<file path="src/design/irlm_pkg.sv">
`timescale 1ns / 1ps
// ----------------------------------------------------------------------------
// irlm_pkg
// Shared widths, constants and control types of the idle rate load meter.
// ----------------------------------------------------------------------------
package irlm_pkg;

  localparam int unsigned DATA_W    = 64;
  localparam int unsigned HALF_W    = DATA_W / 2;
  localparam int unsigned PROD_W    = 2 * DATA_W;
  localparam int unsigned NUM_CORES = 2;
  localparam int unsigned LOAD_W    = 7;
  localparam int unsigned K_W       = 20;
  localparam int unsigned MUL_W     = HALF_W + K_W;
  localparam int unsigned CNT_W     = $clog2(DATA_W);

  localparam logic [K_W-1:0]    US_PER_SEC = K_W'(1000000);
  localparam logic [K_W-1:0]    PCT_SCALE  = K_W'(100);
  localparam logic [LOAD_W-1:0] PCT_FULL   = LOAD_W'(100);

  typedef enum logic [3:0] {
    ST_IDLE,
    ST_CHECK,
    ST_LOAD_OP,
    ST_MUL_LO,
    ST_MUL_HI,
    ST_DIV_INIT,
    ST_DIV_RUN,
    ST_DIV_END,
    ST_PEAK,
    ST_NEXT,
    ST_COMMIT,
    ST_OUT
  } irlm_state_t;

  typedef struct packed {
    logic load_in;
    logic load_op;
    logic mul_lo;
    logic mul_hi;
    logic div_init;
    logic div_step;
    logic div_end;
    logic clear_pct;
    logic commit;
    logic load_out;
    logic core;
    logic phase;
  } irlm_cmd_t;

  typedef struct packed {
    logic dt_zero;
    logic div_sat;
    logic div_last;
    logic peak_zero;
    logic out_free;
  } irlm_status_t;

endpackage

</file>
<file path="src/design/irlm_ifs.sv">
`timescale 1ns / 1ps
// ----------------------------------------------------------------------------
// irlm sample and load channels
// Valid/ready channels carrying one sample item and one load result item.
// ----------------------------------------------------------------------------
interface irlm_sample_if;
  logic        valid;
  logic        ready;
  logic [63:0] now_us;
  logic [63:0] idle_count_core0;
  logic [63:0] idle_count_core1;

  modport source (output valid, now_us, idle_count_core0, idle_count_core1, input ready);
  modport sink   (input valid, now_us, idle_count_core0, idle_count_core1, output ready);
endinterface

interface irlm_load_if;
  logic       valid;
  logic       ready;
  logic [6:0] load_core0;
  logic [6:0] load_core1;

  modport source (output valid, load_core0, load_core1, input ready);
  modport sink   (input valid, load_core0, load_core1, output ready);
endinterface

</file>
<file path="src/design/irlm_ctrl.sv">
`timescale 1ns / 1ps
// ----------------------------------------------------------------------------
// irlm_ctrl
// Sequencer: per core, rate = delta*1e6/dt, then ratio = rate*100/peak,
// each a two-step multiply followed by a bit-serial divide.
// ----------------------------------------------------------------------------
module irlm_ctrl (
  input  logic                  clk,
  input  logic                  rst,
  input  logic                  in_valid,
  output logic                  in_ready,
  input  irlm_pkg::irlm_status_t status,
  output irlm_pkg::irlm_cmd_t    cmd
);
  import irlm_pkg::*;

  irlm_state_t state, state_next;
  logic        core, core_next;
  logic        phase, phase_next;

  always_ff @(posedge clk) begin
    if (rst) begin
      state <= ST_IDLE;
      core  <= 1'b0;
      phase <= 1'b0;
    end else begin
      state <= state_next;
      core  <= core_next;
      phase <= phase_next;
    end
  end

  always_comb begin
    state_next = state;
    core_next  = core;
    phase_next = phase;
    in_ready   = 1'b0;
    cmd        = '0;
    cmd.core   = core;
    cmd.phase  = phase;
    unique case (state)
      ST_IDLE: begin
        in_ready    = 1'b1;
        cmd.load_in = in_valid;
        if (in_valid) state_next = ST_CHECK;
      end
      ST_CHECK: begin
        // a sample with no elapsed time is dropped
        core_next  = 1'b0;
        phase_next = 1'b0;
        state_next = status.dt_zero ? ST_IDLE : ST_LOAD_OP;
      end
      ST_LOAD_OP: begin
        cmd.load_op = 1'b1;
        state_next  = ST_MUL_LO;
      end
      ST_MUL_LO: begin
        cmd.mul_lo = 1'b1;
        state_next = ST_MUL_HI;
      end
      ST_MUL_HI: begin
        cmd.mul_hi = 1'b1;
        state_next = ST_DIV_INIT;
      end
      ST_DIV_INIT: begin
        cmd.div_init = 1'b1;
        state_next   = status.div_sat ? ST_DIV_END : ST_DIV_RUN;
      end
      ST_DIV_RUN: begin
        cmd.div_step = 1'b1;
        if (status.div_last) state_next = ST_DIV_END;
      end
      ST_DIV_END: begin
        cmd.div_end = 1'b1;
        state_next  = phase ? ST_NEXT : ST_PEAK;
      end
      ST_PEAK: begin
        if (status.peak_zero) begin
          cmd.clear_pct = 1'b1;
          state_next    = ST_NEXT;
        end else begin
          phase_next = 1'b1;
          state_next = ST_LOAD_OP;
        end
      end
      ST_NEXT: begin
        if (!core) begin
          core_next  = 1'b1;
          phase_next = 1'b0;
          state_next = ST_LOAD_OP;
        end else begin
          state_next = ST_COMMIT;
        end
      end
      ST_COMMIT: begin
        cmd.commit = 1'b1;
        state_next = ST_OUT;
      end
      ST_OUT: begin
        if (status.out_free) begin
          cmd.load_out = 1'b1;
          state_next   = ST_IDLE;
        end
      end
      default: state_next = ST_IDLE;
    endcase
  end

  a_busy_after_accept: assert property (@(posedge clk) disable iff (rst)
    (in_valid && in_ready) |=> !in_ready)
    else $error("sample taken while a sample is in progress");

  a_run_not_sat: assert property (@(posedge clk) disable iff (rst)
    (state == ST_DIV_RUN) |-> !status.div_sat)
    else $error("divider iterating on an overflowing quotient");

  a_commit_last_core: assert property (@(posedge clk) disable iff (rst)
    (state == ST_COMMIT) |-> (core == 1'b1 && $past(state) == ST_NEXT))
    else $error("state committed before both cores were done");

endmodule

</file>
<file path="src/design/irlm_dp.sv">
`timescale 1ns / 1ps
// ----------------------------------------------------------------------------
// irlm_dp
// Datapath: sample and history registers, a 32x20 multiplier used twice per
// product, a restoring divider one quotient bit per cycle, result register.
// ----------------------------------------------------------------------------
module irlm_dp (
  input  logic                          clk,
  input  logic                          rst,
  input  irlm_pkg::irlm_cmd_t            cmd,
  output irlm_pkg::irlm_status_t         status,
  input  logic [irlm_pkg::DATA_W-1:0]   now_us,
  input  logic [irlm_pkg::DATA_W-1:0]   idle_count_core0,
  input  logic [irlm_pkg::DATA_W-1:0]   idle_count_core1,
  input  logic                          out_ready,
  output logic                          out_valid,
  output logic [irlm_pkg::LOAD_W-1:0]   load_core0,
  output logic [irlm_pkg::LOAD_W-1:0]   load_core1
);
  import irlm_pkg::*;

  // sample and history
  logic [DATA_W-1:0] now_r;
  logic [DATA_W-1:0] cnt_r     [NUM_CORES];
  logic [DATA_W-1:0] prev_time;
  logic [DATA_W-1:0] prev_idle [NUM_CORES];
  logic [DATA_W-1:0] peak      [NUM_CORES];
  logic [LOAD_W-1:0] pct       [NUM_CORES];
  logic [DATA_W-1:0] rate_r;

  // arithmetic
  logic [DATA_W-1:0] mul_a;
  logic [K_W-1:0]    k;
  logic [DATA_W-1:0] div_d;
  logic [PROD_W-1:0] acc;
  logic [HALF_W-1:0] mul_x;
  logic [MUL_W-1:0]  mul_p;
  logic [DATA_W-1:0] rem;
  logic [DATA_W-1:0] dvd_lo;
  logic [DATA_W-1:0] quo;
  logic [CNT_W-1:0]  cnt;
  logic [DATA_W-1:0] rem_sh;
  logic              rem_top;
  logic              take;
  logic [DATA_W-1:0] delta;

  assign delta   = cnt_r[cmd.core] - prev_idle[cmd.core];
  assign mul_x   = cmd.mul_hi ? mul_a[DATA_W-1:HALF_W] : mul_a[HALF_W-1:0];
  assign mul_p   = mul_x * k;
  assign rem_top = rem[DATA_W-1];
  assign rem_sh  = {rem[DATA_W-2:0], dvd_lo[DATA_W-1]};
  assign take    = rem_top || (rem_sh >= div_d);

  assign status.dt_zero   = (now_r == prev_time);
  assign status.div_sat   = (acc[PROD_W-1:DATA_W] >= div_d);
  assign status.div_last  = (cnt == {CNT_W{1'b1}});
  assign status.peak_zero = (peak[cmd.core] == '0);
  assign status.out_free  = !out_valid || out_ready;

  always_ff @(posedge clk) begin
    if (cmd.load_in) begin
      now_r    <= now_us;
      cnt_r[0] <= idle_count_core0;
      cnt_r[1] <= idle_count_core1;
    end
    if (cmd.load_op) begin
      mul_a <= cmd.phase ? rate_r : delta;
      div_d <= cmd.phase ? peak[cmd.core] : (now_r - prev_time);
      k     <= cmd.phase ? PCT_SCALE : US_PER_SEC;
    end
    if (cmd.mul_lo) acc <= PROD_W'(mul_p);
    if (cmd.mul_hi) acc <= acc + (PROD_W'(mul_p) << HALF_W);
    if (cmd.div_init) begin
      if (status.div_sat) begin
        quo <= '1;
      end else begin
        rem    <= acc[PROD_W-1:DATA_W];
        dvd_lo <= acc[DATA_W-1:0];
        quo    <= '0;
        cnt    <= '0;
      end
    end
    if (cmd.div_step) begin
      rem    <= take ? (rem_sh - div_d) : rem_sh;
      dvd_lo <= {dvd_lo[DATA_W-2:0], 1'b0};
      quo    <= {quo[DATA_W-2:0], take};
      cnt    <= cnt + CNT_W'(1);
    end
    if (cmd.div_end) begin
      if (!cmd.phase) begin
        rate_r <= quo;
      end else begin
        pct[cmd.core] <= (quo >= DATA_W'(PCT_FULL)) ? '0 : PCT_FULL - quo[LOAD_W-1:0];
      end
    end
    if (cmd.clear_pct) pct[cmd.core] <= '0;
    if (cmd.load_out) begin
      load_core0 <= pct[0];
      load_core1 <= pct[1];
    end
  end

  // history and peaks
  always_ff @(posedge clk) begin
    if (rst) begin
      prev_time    <= '0;
      prev_idle[0] <= '0;
      prev_idle[1] <= '0;
      peak[0]      <= '0;
      peak[1]      <= '0;
    end else begin
      if (cmd.div_end && !cmd.phase && (quo > peak[cmd.core])) peak[cmd.core] <= quo;
      if (cmd.commit) begin
        prev_time    <= now_r;
        prev_idle[0] <= cnt_r[0];
        prev_idle[1] <= cnt_r[1];
      end
    end
  end

  always_ff @(posedge clk) begin
    if (rst) begin
      out_valid <= 1'b0;
    end else if (cmd.load_out) begin
      out_valid <= 1'b1;
    end else if (out_ready) begin
      out_valid <= 1'b0;
    end
  end

  a_load_range: assert property (@(posedge clk) disable iff (rst)
    out_valid |-> (load_core0 <= PCT_FULL && load_core1 <= PCT_FULL))
    else $error("load above full scale");

  a_peak_monotonic: assert property (@(posedge clk) disable iff (rst)
    !$past(rst) |-> (peak[0] >= $past(peak[0]) && peak[1] >= $past(peak[1])))
    else $error("peak rate decreased");

  a_no_overwrite: assert property (@(posedge clk) disable iff (rst)
    cmd.load_out |-> (!out_valid || out_ready))
    else $error("pending result overwritten");

endmodule

</file>
<file path="src/design/idle_rate_cpu_load_meter_unit.sv">
`timescale 1ns / 1ps
// ----------------------------------------------------------------------------
// idle_rate_cpu_load_meter_unit
// Two-core busy percentage from periodic idle-loop count samples.
// ----------------------------------------------------------------------------
// Usage:
//   sample: one item per sampling period with a microsecond timestamp and the
//   free-running idle counts of both cores. result: one item with load_core0
//   and load_core1 (0..100) for every sample whose timestamp differs from the
//   last accepted one; a sample with the same timestamp gives no item.
//   The block works on one sample at a time. sample.ready is high only while
//   idle; it returns to idle only once the result is handed over or the
//   sample is dropped. Per sample, each core needs two divides (idle rate,
//   then rate against peak) on one 64-step bit-serial divider, each after a
//   multiply in low and high halves on one 32x20 multiplier; a divide whose
//   quotient overflows skips the bit-serial steps, and a core whose peak is
//   still zero skips its second divide. A sample with zero elapsed time is
//   dropped after the timestamp check.
//   The result register holds its item until taken; a stalled receiver holds
//   off the hand-over and the next sample's accept, not the computation.
//   Reset clears the time and count baselines and both peaks to zero.
// ----------------------------------------------------------------------------
module idle_rate_cpu_load_meter_unit (
  input  logic         clk,
  input  logic         rst,
  irlm_sample_if.sink  sample,
  irlm_load_if.source  result
);
  import irlm_pkg::*;

  irlm_cmd_t    cmd;
  irlm_status_t status;
  logic         in_ready;

  assign sample.ready = in_ready;

  irlm_ctrl u_ctrl (
    .clk      (clk),
    .rst      (rst),
    .in_valid (sample.valid),
    .in_ready (in_ready),
    .status   (status),
    .cmd      (cmd)
  );

  irlm_dp u_dp (
    .clk              (clk),
    .rst              (rst),
    .cmd              (cmd),
    .status           (status),
    .now_us           (sample.now_us),
    .idle_count_core0 (sample.idle_count_core0),
    .idle_count_core1 (sample.idle_count_core1),
    .out_ready        (result.ready),
    .out_valid        (result.valid),
    .load_core0       (result.load_core0),
    .load_core1       (result.load_core1)
  );

endmodule
</file>
<file path="src/flat_wrapper.sv">
// flat-port wrapper written by rule: the top's interface ports become plain ports
module idle_rate_cpu_load_meter_unit_flat import irlm_pkg::*;
  (clk, rst, sample_valid, sample_now_us, sample_idle_count_core0, sample_idle_count_core1, sample_ready, result_valid, result_load_core0, result_load_core1, result_ready);
  irlm_sample_if sample_i ();
  irlm_load_if result_i ();
  input  logic clk;
  input  logic rst;
  input wire logic [$bits(sample_i.valid)-1:0] sample_valid;
  input wire logic [$bits(sample_i.now_us)-1:0] sample_now_us;
  input wire logic [$bits(sample_i.idle_count_core0)-1:0] sample_idle_count_core0;
  input wire logic [$bits(sample_i.idle_count_core1)-1:0] sample_idle_count_core1;
  output wire logic [$bits(sample_i.ready)-1:0] sample_ready;
  output wire logic [$bits(result_i.valid)-1:0] result_valid;
  output wire logic [$bits(result_i.load_core0)-1:0] result_load_core0;
  output wire logic [$bits(result_i.load_core1)-1:0] result_load_core1;
  input wire logic [$bits(result_i.ready)-1:0] result_ready;
  assign sample_i.valid = sample_valid;
  assign sample_i.now_us = sample_now_us;
  assign sample_i.idle_count_core0 = sample_idle_count_core0;
  assign sample_i.idle_count_core1 = sample_idle_count_core1;
  assign sample_ready = sample_i.ready;
  assign result_valid = result_i.valid;
  assign result_load_core0 = result_i.load_core0;
  assign result_load_core1 = result_i.load_core1;
  assign result_i.ready = result_ready;
  idle_rate_cpu_load_meter_unit u_core (.clk(clk), .rst(rst), .sample(sample_i), .result(result_i));
endmodule
</file>
<file path="config.mk">
export PLATFORM = sky130hd
export DESIGN_NAME = idle_rate_cpu_load_meter_unit_flat
export DESIGN_NICKNAME = d
export VERILOG_FILES = /design/src/design/irlm_pkg.sv /design/src/design/irlm_ifs.sv /design/src/design/irlm_ctrl.sv /design/src/design/irlm_dp.sv /design/src/design/idle_rate_cpu_load_meter_unit.sv /design/src/flat_wrapper.sv
export SDC_FILE = /design/constraint.sdc
export NUM_CORES = 2
export LEC_CHECK = 0
export BUFFER_PORTS_ARGS = -buffer_cell sky130_fd_sc_hd__buf_2
export CAP_MARGIN = 20
export CELL_PAD_IN_SITES_DETAIL_PLACEMENT = 0
export CELL_PAD_IN_SITES_GLOBAL_PLACEMENT = 1
export CORE_MARGIN = 3
export CORE_UTILIZATION = 55
export CTS_BUF_LIST = sky130_fd_sc_hd__clkbuf_4 sky130_fd_sc_hd__clkbuf_8 sky130_fd_sc_hd__clkbuf_16
export DETAILED_ROUTE_END_ITERATION = 8
export PLACE_DENSITY = 0.83
export SLEW_MARGIN = 20
export SYNTH_ARGS = -nofsm -noshare
export SYNTH_HDL_FRONTEND = slang
export SYNTH_SLANG_ARGS = --single-unit
</file>
<file path="constraint.sdc">
create_clock -name clk -period 26.9 [get_ports clk]
set_input_delay 4.035 -clock clk [delete_from_list [all_inputs] [get_ports clk]]
set_output_delay 4.035 -clock clk [all_outputs]
set_load 0.05 [all_outputs]
</file>
### After elaboration in Yosys (flattened, before gate mapping)

Memories as Yosys holds them, arrays and structs flattened. A register that Yosys moved wholly into a read port is not among the register bits.
Cells that the tools add are included.

* muxes and demuxes: 75
* bitwise gates (word level): 5
* reduce and logical (&&, ||, !) cells: 19
* $add $sub $neg: 6
* multiply operators: 1
* equality and inequality tests: 19
* magnitude comparators: 4

Operators with widths (number)
* $mux W64: 15
* $mux W128: 2
* $sub A64 B64 Y64: 3
* $add A128 B84 Y128: 1
* $ge A64 B64 Y1: 2
* $eq A64 B64 Y1: 1
* $ge A64 B7 Y1 const B: 1
* $gt A64 B64 Y1: 1
* $logic_not A64 Y1: 1
* $reduce_or A64 Y1: 1
* $mul A32 B20 Y52: 1
* $pmux W4 S12: 1
* $mux W1: 42
* $mux W32: 1
* $mux W20: 1
* $mux W4: 5
* $mux W6: 3
* $eq A4 B3 Y1 const B: 4
* $eq A4 B4 Y1 const B: 4
* $mux W7: 2
* $eq A4 B2 Y1 const B: 2
* $reduce_bool A2 Y1: 4
* $sub A7 B7 Y7 const A: 1
* $add A6 B1 Y6 const B: 1
* 16 further kinds: 29

* memories kept: 4
* register bits: 673
* memory bits (writable): 398
* input bits: 196

Memories
* u_core.u_dp.cnt_r: words 2, width 64, read ports 3, clocked after Yosys merged registers in 1, wr ports 2, line irlm_dp.sv:24 `logic [DATA_W-1:0] cnt_r [NUM_CORES];`
* u_core.u_dp.peak: words 2, width 64, read ports 1, clocked after Yosys merged registers in 1, wr ports 2, line irlm_dp.sv:27 `logic [DATA_W-1:0] peak [NUM_CORES];`
* u_core.u_dp.prev_idle: words 2, width 64, read ports 1, clocked after Yosys merged registers in 1, wr ports 2, line irlm_dp.sv:26 `logic [DATA_W-1:0] prev_idle [NUM_CORES];`
* u_core.u_dp.pct: words 2, width 7, read ports 2, clocked after Yosys merged registers in 2, wr ports 1, line irlm_dp.sv:28 `logic [LOAD_W-1:0] pct [NUM_CORES];`

### Depth between registers and ports, before layout

* depth after elaboration: 9
* depth in mapped cells: 41
* depth with buffers taken out: 37

### By module

From an unflattened synthesis, not the netlist that was laid out.

* cells, all modules: 6670
* area, all modules: 71305.9 um2

By module, submodules not included
* irlm_dp: area each 70807.9 um2, cells each 6602, instances 1
* irlm_ctrl: area each 498.0 um2, cells each 68, instances 1

### Worst setup path after synthesis

Ideal clock, no wire load.

* path type: reg-to-reg
* start: register u_core.u_ctrl.state[3]
* end: register u_core.u_dp.div_d[0], enable pin
* setup time: 778 ps
* cell stages (with the launch flop): 3
* required time: 26122 ps
* arrival time: 9394 ps
* setup slack: 16727 ps
* path buffers: 1
* cells stage by stage: dfxtp_1 clkbuf_1 nor3_1

* word-level cells in the longest chain between the ends: 2

Ends and longest elaborated chain
* start: declaration: line irlm_ctrl.sv:17 `irlm_state_t state, state_next;`
* start signal: assignment: line irlm_ctrl.sv:27 `state <= state_next;`
* $eq A4 B2 Y1: line irlm_ctrl.sv:41 `unique case (state)`
* $mux W1: line irlm_ctrl.sv:41
* end signal: assignment: line irlm_dp.sv:68 `div_d <= cmd.phase ? peak[cmd.core] : (now_r - prev_time);`
* end: declaration: line irlm_dp.sv:34 `logic [DATA_W-1:0] div_d;`

Every way passes these cells.
A chain may end at the register's enable or synchronous reset.

### Worst setup path in the final report

* start: register u_core.u_ctrl.state[3]
* end: register u_core.u_dp.acc[125] (data pin)

* word-level cells in the longest chain between the ends: 6

Ends and longest elaborated chain
* $eq A4 B3 Y1 *: line irlm_ctrl.sv:41
* $mux W1 *: line irlm_ctrl.sv:41
* $mux W32: line irlm_dp.sv:48 `assign mul_x = cmd.mul_hi ? mul_a[DATA_W-1:HALF_W] : mul_a[HALF_W-1:0];`
* $mul A32 B20 Y52: line irlm_dp.sv:49 `assign mul_p = mul_x * k;`
* $add A128 B84 Y128: line irlm_dp.sv:72 `if (cmd.mul_hi) acc <= acc + (PROD_W'(mul_p) << HALF_W);`
* $mux W128 *: line irlm_dp.sv:72
* end signal: assignment: line irlm_dp.sv:71 `if (cmd.mul_lo) acc <= PROD_W'(mul_p);`
* end signal: assignment: line irlm_dp.sv:72
* end: declaration: line irlm_dp.sv:35 `logic [PROD_W-1:0] acc;`

Every way passes the cells marked *; elsewhere a longest branch is shown, timed or not.

==> impl_metrics.env <==
export IMPL_worst_path_dominant_cell_family="adder cells"
export IMPL_clock_tree_root_cell="clkbuf_16"
export IMPL_cp_buffers_inverters=4
export IMPL_setup_viol=0
export IMPL_critical_path_endpoint_type="register"
export IMPL_post_cts_resize_count=0
export IMPL_dr_wl_met2_mm=88.2
export IMPL_std_cell_rows=131
export IMPL_ys_async_sr_fraction=0
export IMPL_detail_route_wirelength_met1_mm=89.5
export IMPL_detail_route_first_pass_iterations=6
export IMPL_top_area_cells_in_the_synthesized_netlist="edfxtp_1 (42%), ha_1 (12%), fa_1 (5.2%), a21oi_1 (3.1%), nand2_1 (2.8%)"
export IMPL_synth_top_flop_cell="edfxtp_1"
export IMPL_vias_per_cell=6.08
export IMPL_synth_top_area_cell="edfxtp_1"
export IMPL_ys_seq_elements=1064
export IMPL_die_height_um=365
export IMPL_total_of_max_cap_violations=0
export IMPL_synth_enable_flop_cells=992
export IMPL_largest_net_degree_at_the_start_of_global_routing=193
export IMPL_fin_setup_tns_ns=0
export IMPL_min_delay_path_class="reg2reg"
export IMPL_fin_worst_skew_ns=0.100
export IMPL_post_synth_top_count_cell="edfxtp_1"
export IMPL_grt_pass1_vias=50300
export IMPL_place_gp_congestion=0.969
export IMPL_area_of_the_core_region_um2=128000
export IMPL_worst_slew_pin_transition_ns=1.22
export IMPL_vias=52200
export IMPL_worstSetupStartpointType="register"
export IMPL_timing_critical_path_arrival_ns=12.10
export IMPL_outcome="complete, no violations"
export IMPL_wl_mm=199
export IMPL_criticalPathCategory="reg2reg"
export IMPL_drive_above_1_share=0.0832
export IMPL_critical_path_top_cell_by_count="fa_1"
export IMPL_route_detailed_wl_per_inst_um=23.2
export IMPL_final_hold_viol_count=0
export IMPL_ant_nets=0
export IMPL_synth_warning_count=0
export IMPL_timing_hold_worst_start="u_core.u_dp.pct[1][0]$_DFFE_PP_"
export IMPL_die_span_x_um=365
export IMPL_syn_cell_area_um2=71000
export IMPL_initial_core_util=0.556
export IMPL_cts_made_buffers=112
export IMPL_total_nets_final=7882
export IMPL_routed_wl_met3_mm=14.8
export IMPL_yosysSeqAreaShare=0.440
export IMPL_timing_final_crit_share=0.431
export IMPL_ctsHtreeMaxLevel=3
export IMPL_finalCriticalPeriod_ns=11.61
export IMPL_syn2layout_area_growth_pct=8.95
export IMPL_tritoncts_num_sinks=1064
export IMPL_worst_ep_required_time_ns=27.40
export IMPL_netlist_instances=6748
export IMPL_antenna_found_initial=9
export IMPL_crit_path_max_incr_delay_ns=0.88
export IMPL_floorplan_die_area_um2=134000
export IMPL_postSynthNetCount=7815
export IMPL_drt_iter0_markers=5079
export IMPL_tritoncts="yes"
export IMPL_cts_reportedPaths_clkPinSlew_ns=0.06
export IMPL_grt_overflow_total=0
export IMPL_place_area_um2=73500
export IMPL_clock_insertion_delay_at_the_later_pin_of_the_skew_report_ns=0.78
export IMPL_drt_drc_violations_left=0
export IMPL_number_of_buffers_added_on_ports=211
export IMPL_cts_buffer_depth=3
export IMPL_netlist_area_leader_share=0.419
export IMPL_fmax_mhz=86.2
export IMPL_maxUsedRoutingLayer="met5"
export IMPL_finalMaxSlewViolations=0
export IMPL_ys_top_cells_by_count="edfxtp_1 (992), ha_1 (688), nand2_1 (531), nor2_1 (497)"
export IMPL_mean_instance_size_in_the_synthesized_netlist_um2=10.5
export IMPL_rr_startpoint="u_core.u_ctrl.state[3]$_SDFFE_PP0P_"
export IMPL_critPathLaunch="u_core.u_ctrl.state[3]$_SDFFE_PP0P_"
export IMPL_synth_distinct_cells=79
export IMPL_worst_path_max_delay_cell="mux2i_1"
export IMPL_worst_slew_margin_rel=0.188
export IMPL_worstPathMaxFanout=54
export IMPL_post_cts_setup_buffer_count=0
export IMPL_grtUsageTotal=0.296
export IMPL_pin_count=212
export IMPL_holdBufCountCts=0
export IMPL_finalInstanceArea_um2=77400
export IMPL_hpwl_mm=150
export IMPL_rsz0062_at_grt="false"
export IMPL_grt_first_pass_wirelength_mm=303
==> flip-flops by register name, summed over array words and instances, names as in the netlist, 62 cells and up, named ones only <==
| name | count |
|---|---|
| u_core.u_dp.prev_idle | 128 |
| u_core.u_dp.rem | 64 |
| u_core.u_dp.div_d | 64 |
| u_core.u_dp.cnt_r | 128 |
| u_core.u_dp.peak | 128 |
| u_core.u_dp.now_r | 64 |
| u_core.u_dp.dvd_lo | 62 |
| u_core.u_dp.quo | 64 |
| u_core.u_dp.prev_time | 64 |
| u_core.u_dp.acc | 126 |
| u_core.u_dp.rate_r | 64 |
| u_core.u_dp.mul_a | 64 |
==> metrics by stage <==
step,util,instances,setup WS [ns],hold WS (ns)
6_report,0.605,8574,15.29,0.415
5_1_grt,0.605,8572,14.46,0.421
4_1_cts,0.605,8572,15.25,0.411
3_5_place_dp,0.575,8363,15.29,0.405
3_3_place_gp,0.575,8363,15.60,0.404
2_1_floorplan,-,6748,16.73,0.400
==> worst reg2reg max path, delay by kind of cell (launching register included) <==
kind | cells | cell delay, ns
flops | 1 | 0.63
buf+inv | 4 | 1.09
fa+ha+maj | 9 | 3.85
compound gates | 7 | 1.61
simple gates | 13 | 2.84
xor+xnor | 3 | 0.43
mux | 1 | 0.89
==> final timing paths <==
| check | endpoint | slack [ns] | cells after the start |
|---|---|---|---|
| max | u_core.u_dp.acc[125]$_SDFFCE_PN0P_ | 15.29 | 37 |
| min | result_load_core1[0]$_DFFE_PP_ | 0.42 | 0 |
| max reg2reg | u_core.u_dp.acc[125]$_SDFFCE_PN0P_ | 15.29 | 37 |
| min reg2reg | result_load_core1[0]$_DFFE_PP_ | 0.42 | 0 |
==> layout make-up <==
class	instances	area [um^2]
inverter	442	1660
clock inverter	73	820
timing repair buffer	260	1460
tap	1662	2080
fill	10700	50400
antenna	2	5.00
multi-input combinational	4935	37100
clock buffer	136	3020
sequential	1064	31200
==> per-layer routing <==
layer  up-vias  global-route usage
li1      24600                   -
met1     25400               0.432
met2      1916               0.455
met3       328              0.0461
met4         2              0.0922
met5         -                   0
==> placed cells by master (no fill, tap or decap), drive strengths merged, types with 64 or more instances in the layout <==
cell,Yosys,routed
xor2,150,150
nor3,89,89
nor2b,81,81
mux2i,177,177
edfxtp,992,992
nor2,497,497
a31oi,72,72
inv,440,445
nand3,94,94
ha,688,688
a22o,64,64
dfxtp,72,72
mux2,68,68
and2,274,274
nor3b,70,70
a21oi,440,440
o21ai,366,366
fa,183,183
nand4,115,115
nand2,531,531
xnor2,181,181
a21o,209,209
buf,48,260
clkbuf,259,136
==> cell families (layout without fill, tap and decap cells) <==
kind of cell,count (synthesis),in the layout,share of synthesized area
other,0,2,0
DFF,1064,1064,0.440
buffers and inverters,749,911,0.0400
and+or+nand+nor,1976,1976,0.137
muxes,245,245,0.0357
AOI/OAI and AO/OA,1512,1512,0.134
xor gates and xnor gates,331,331,0.0408
adders and majority gates,871,871,0.173
Power is left out: the tool's default activity adds up to more than one toggle a clock period on the data nets, which glitch-free logic cannot reach.
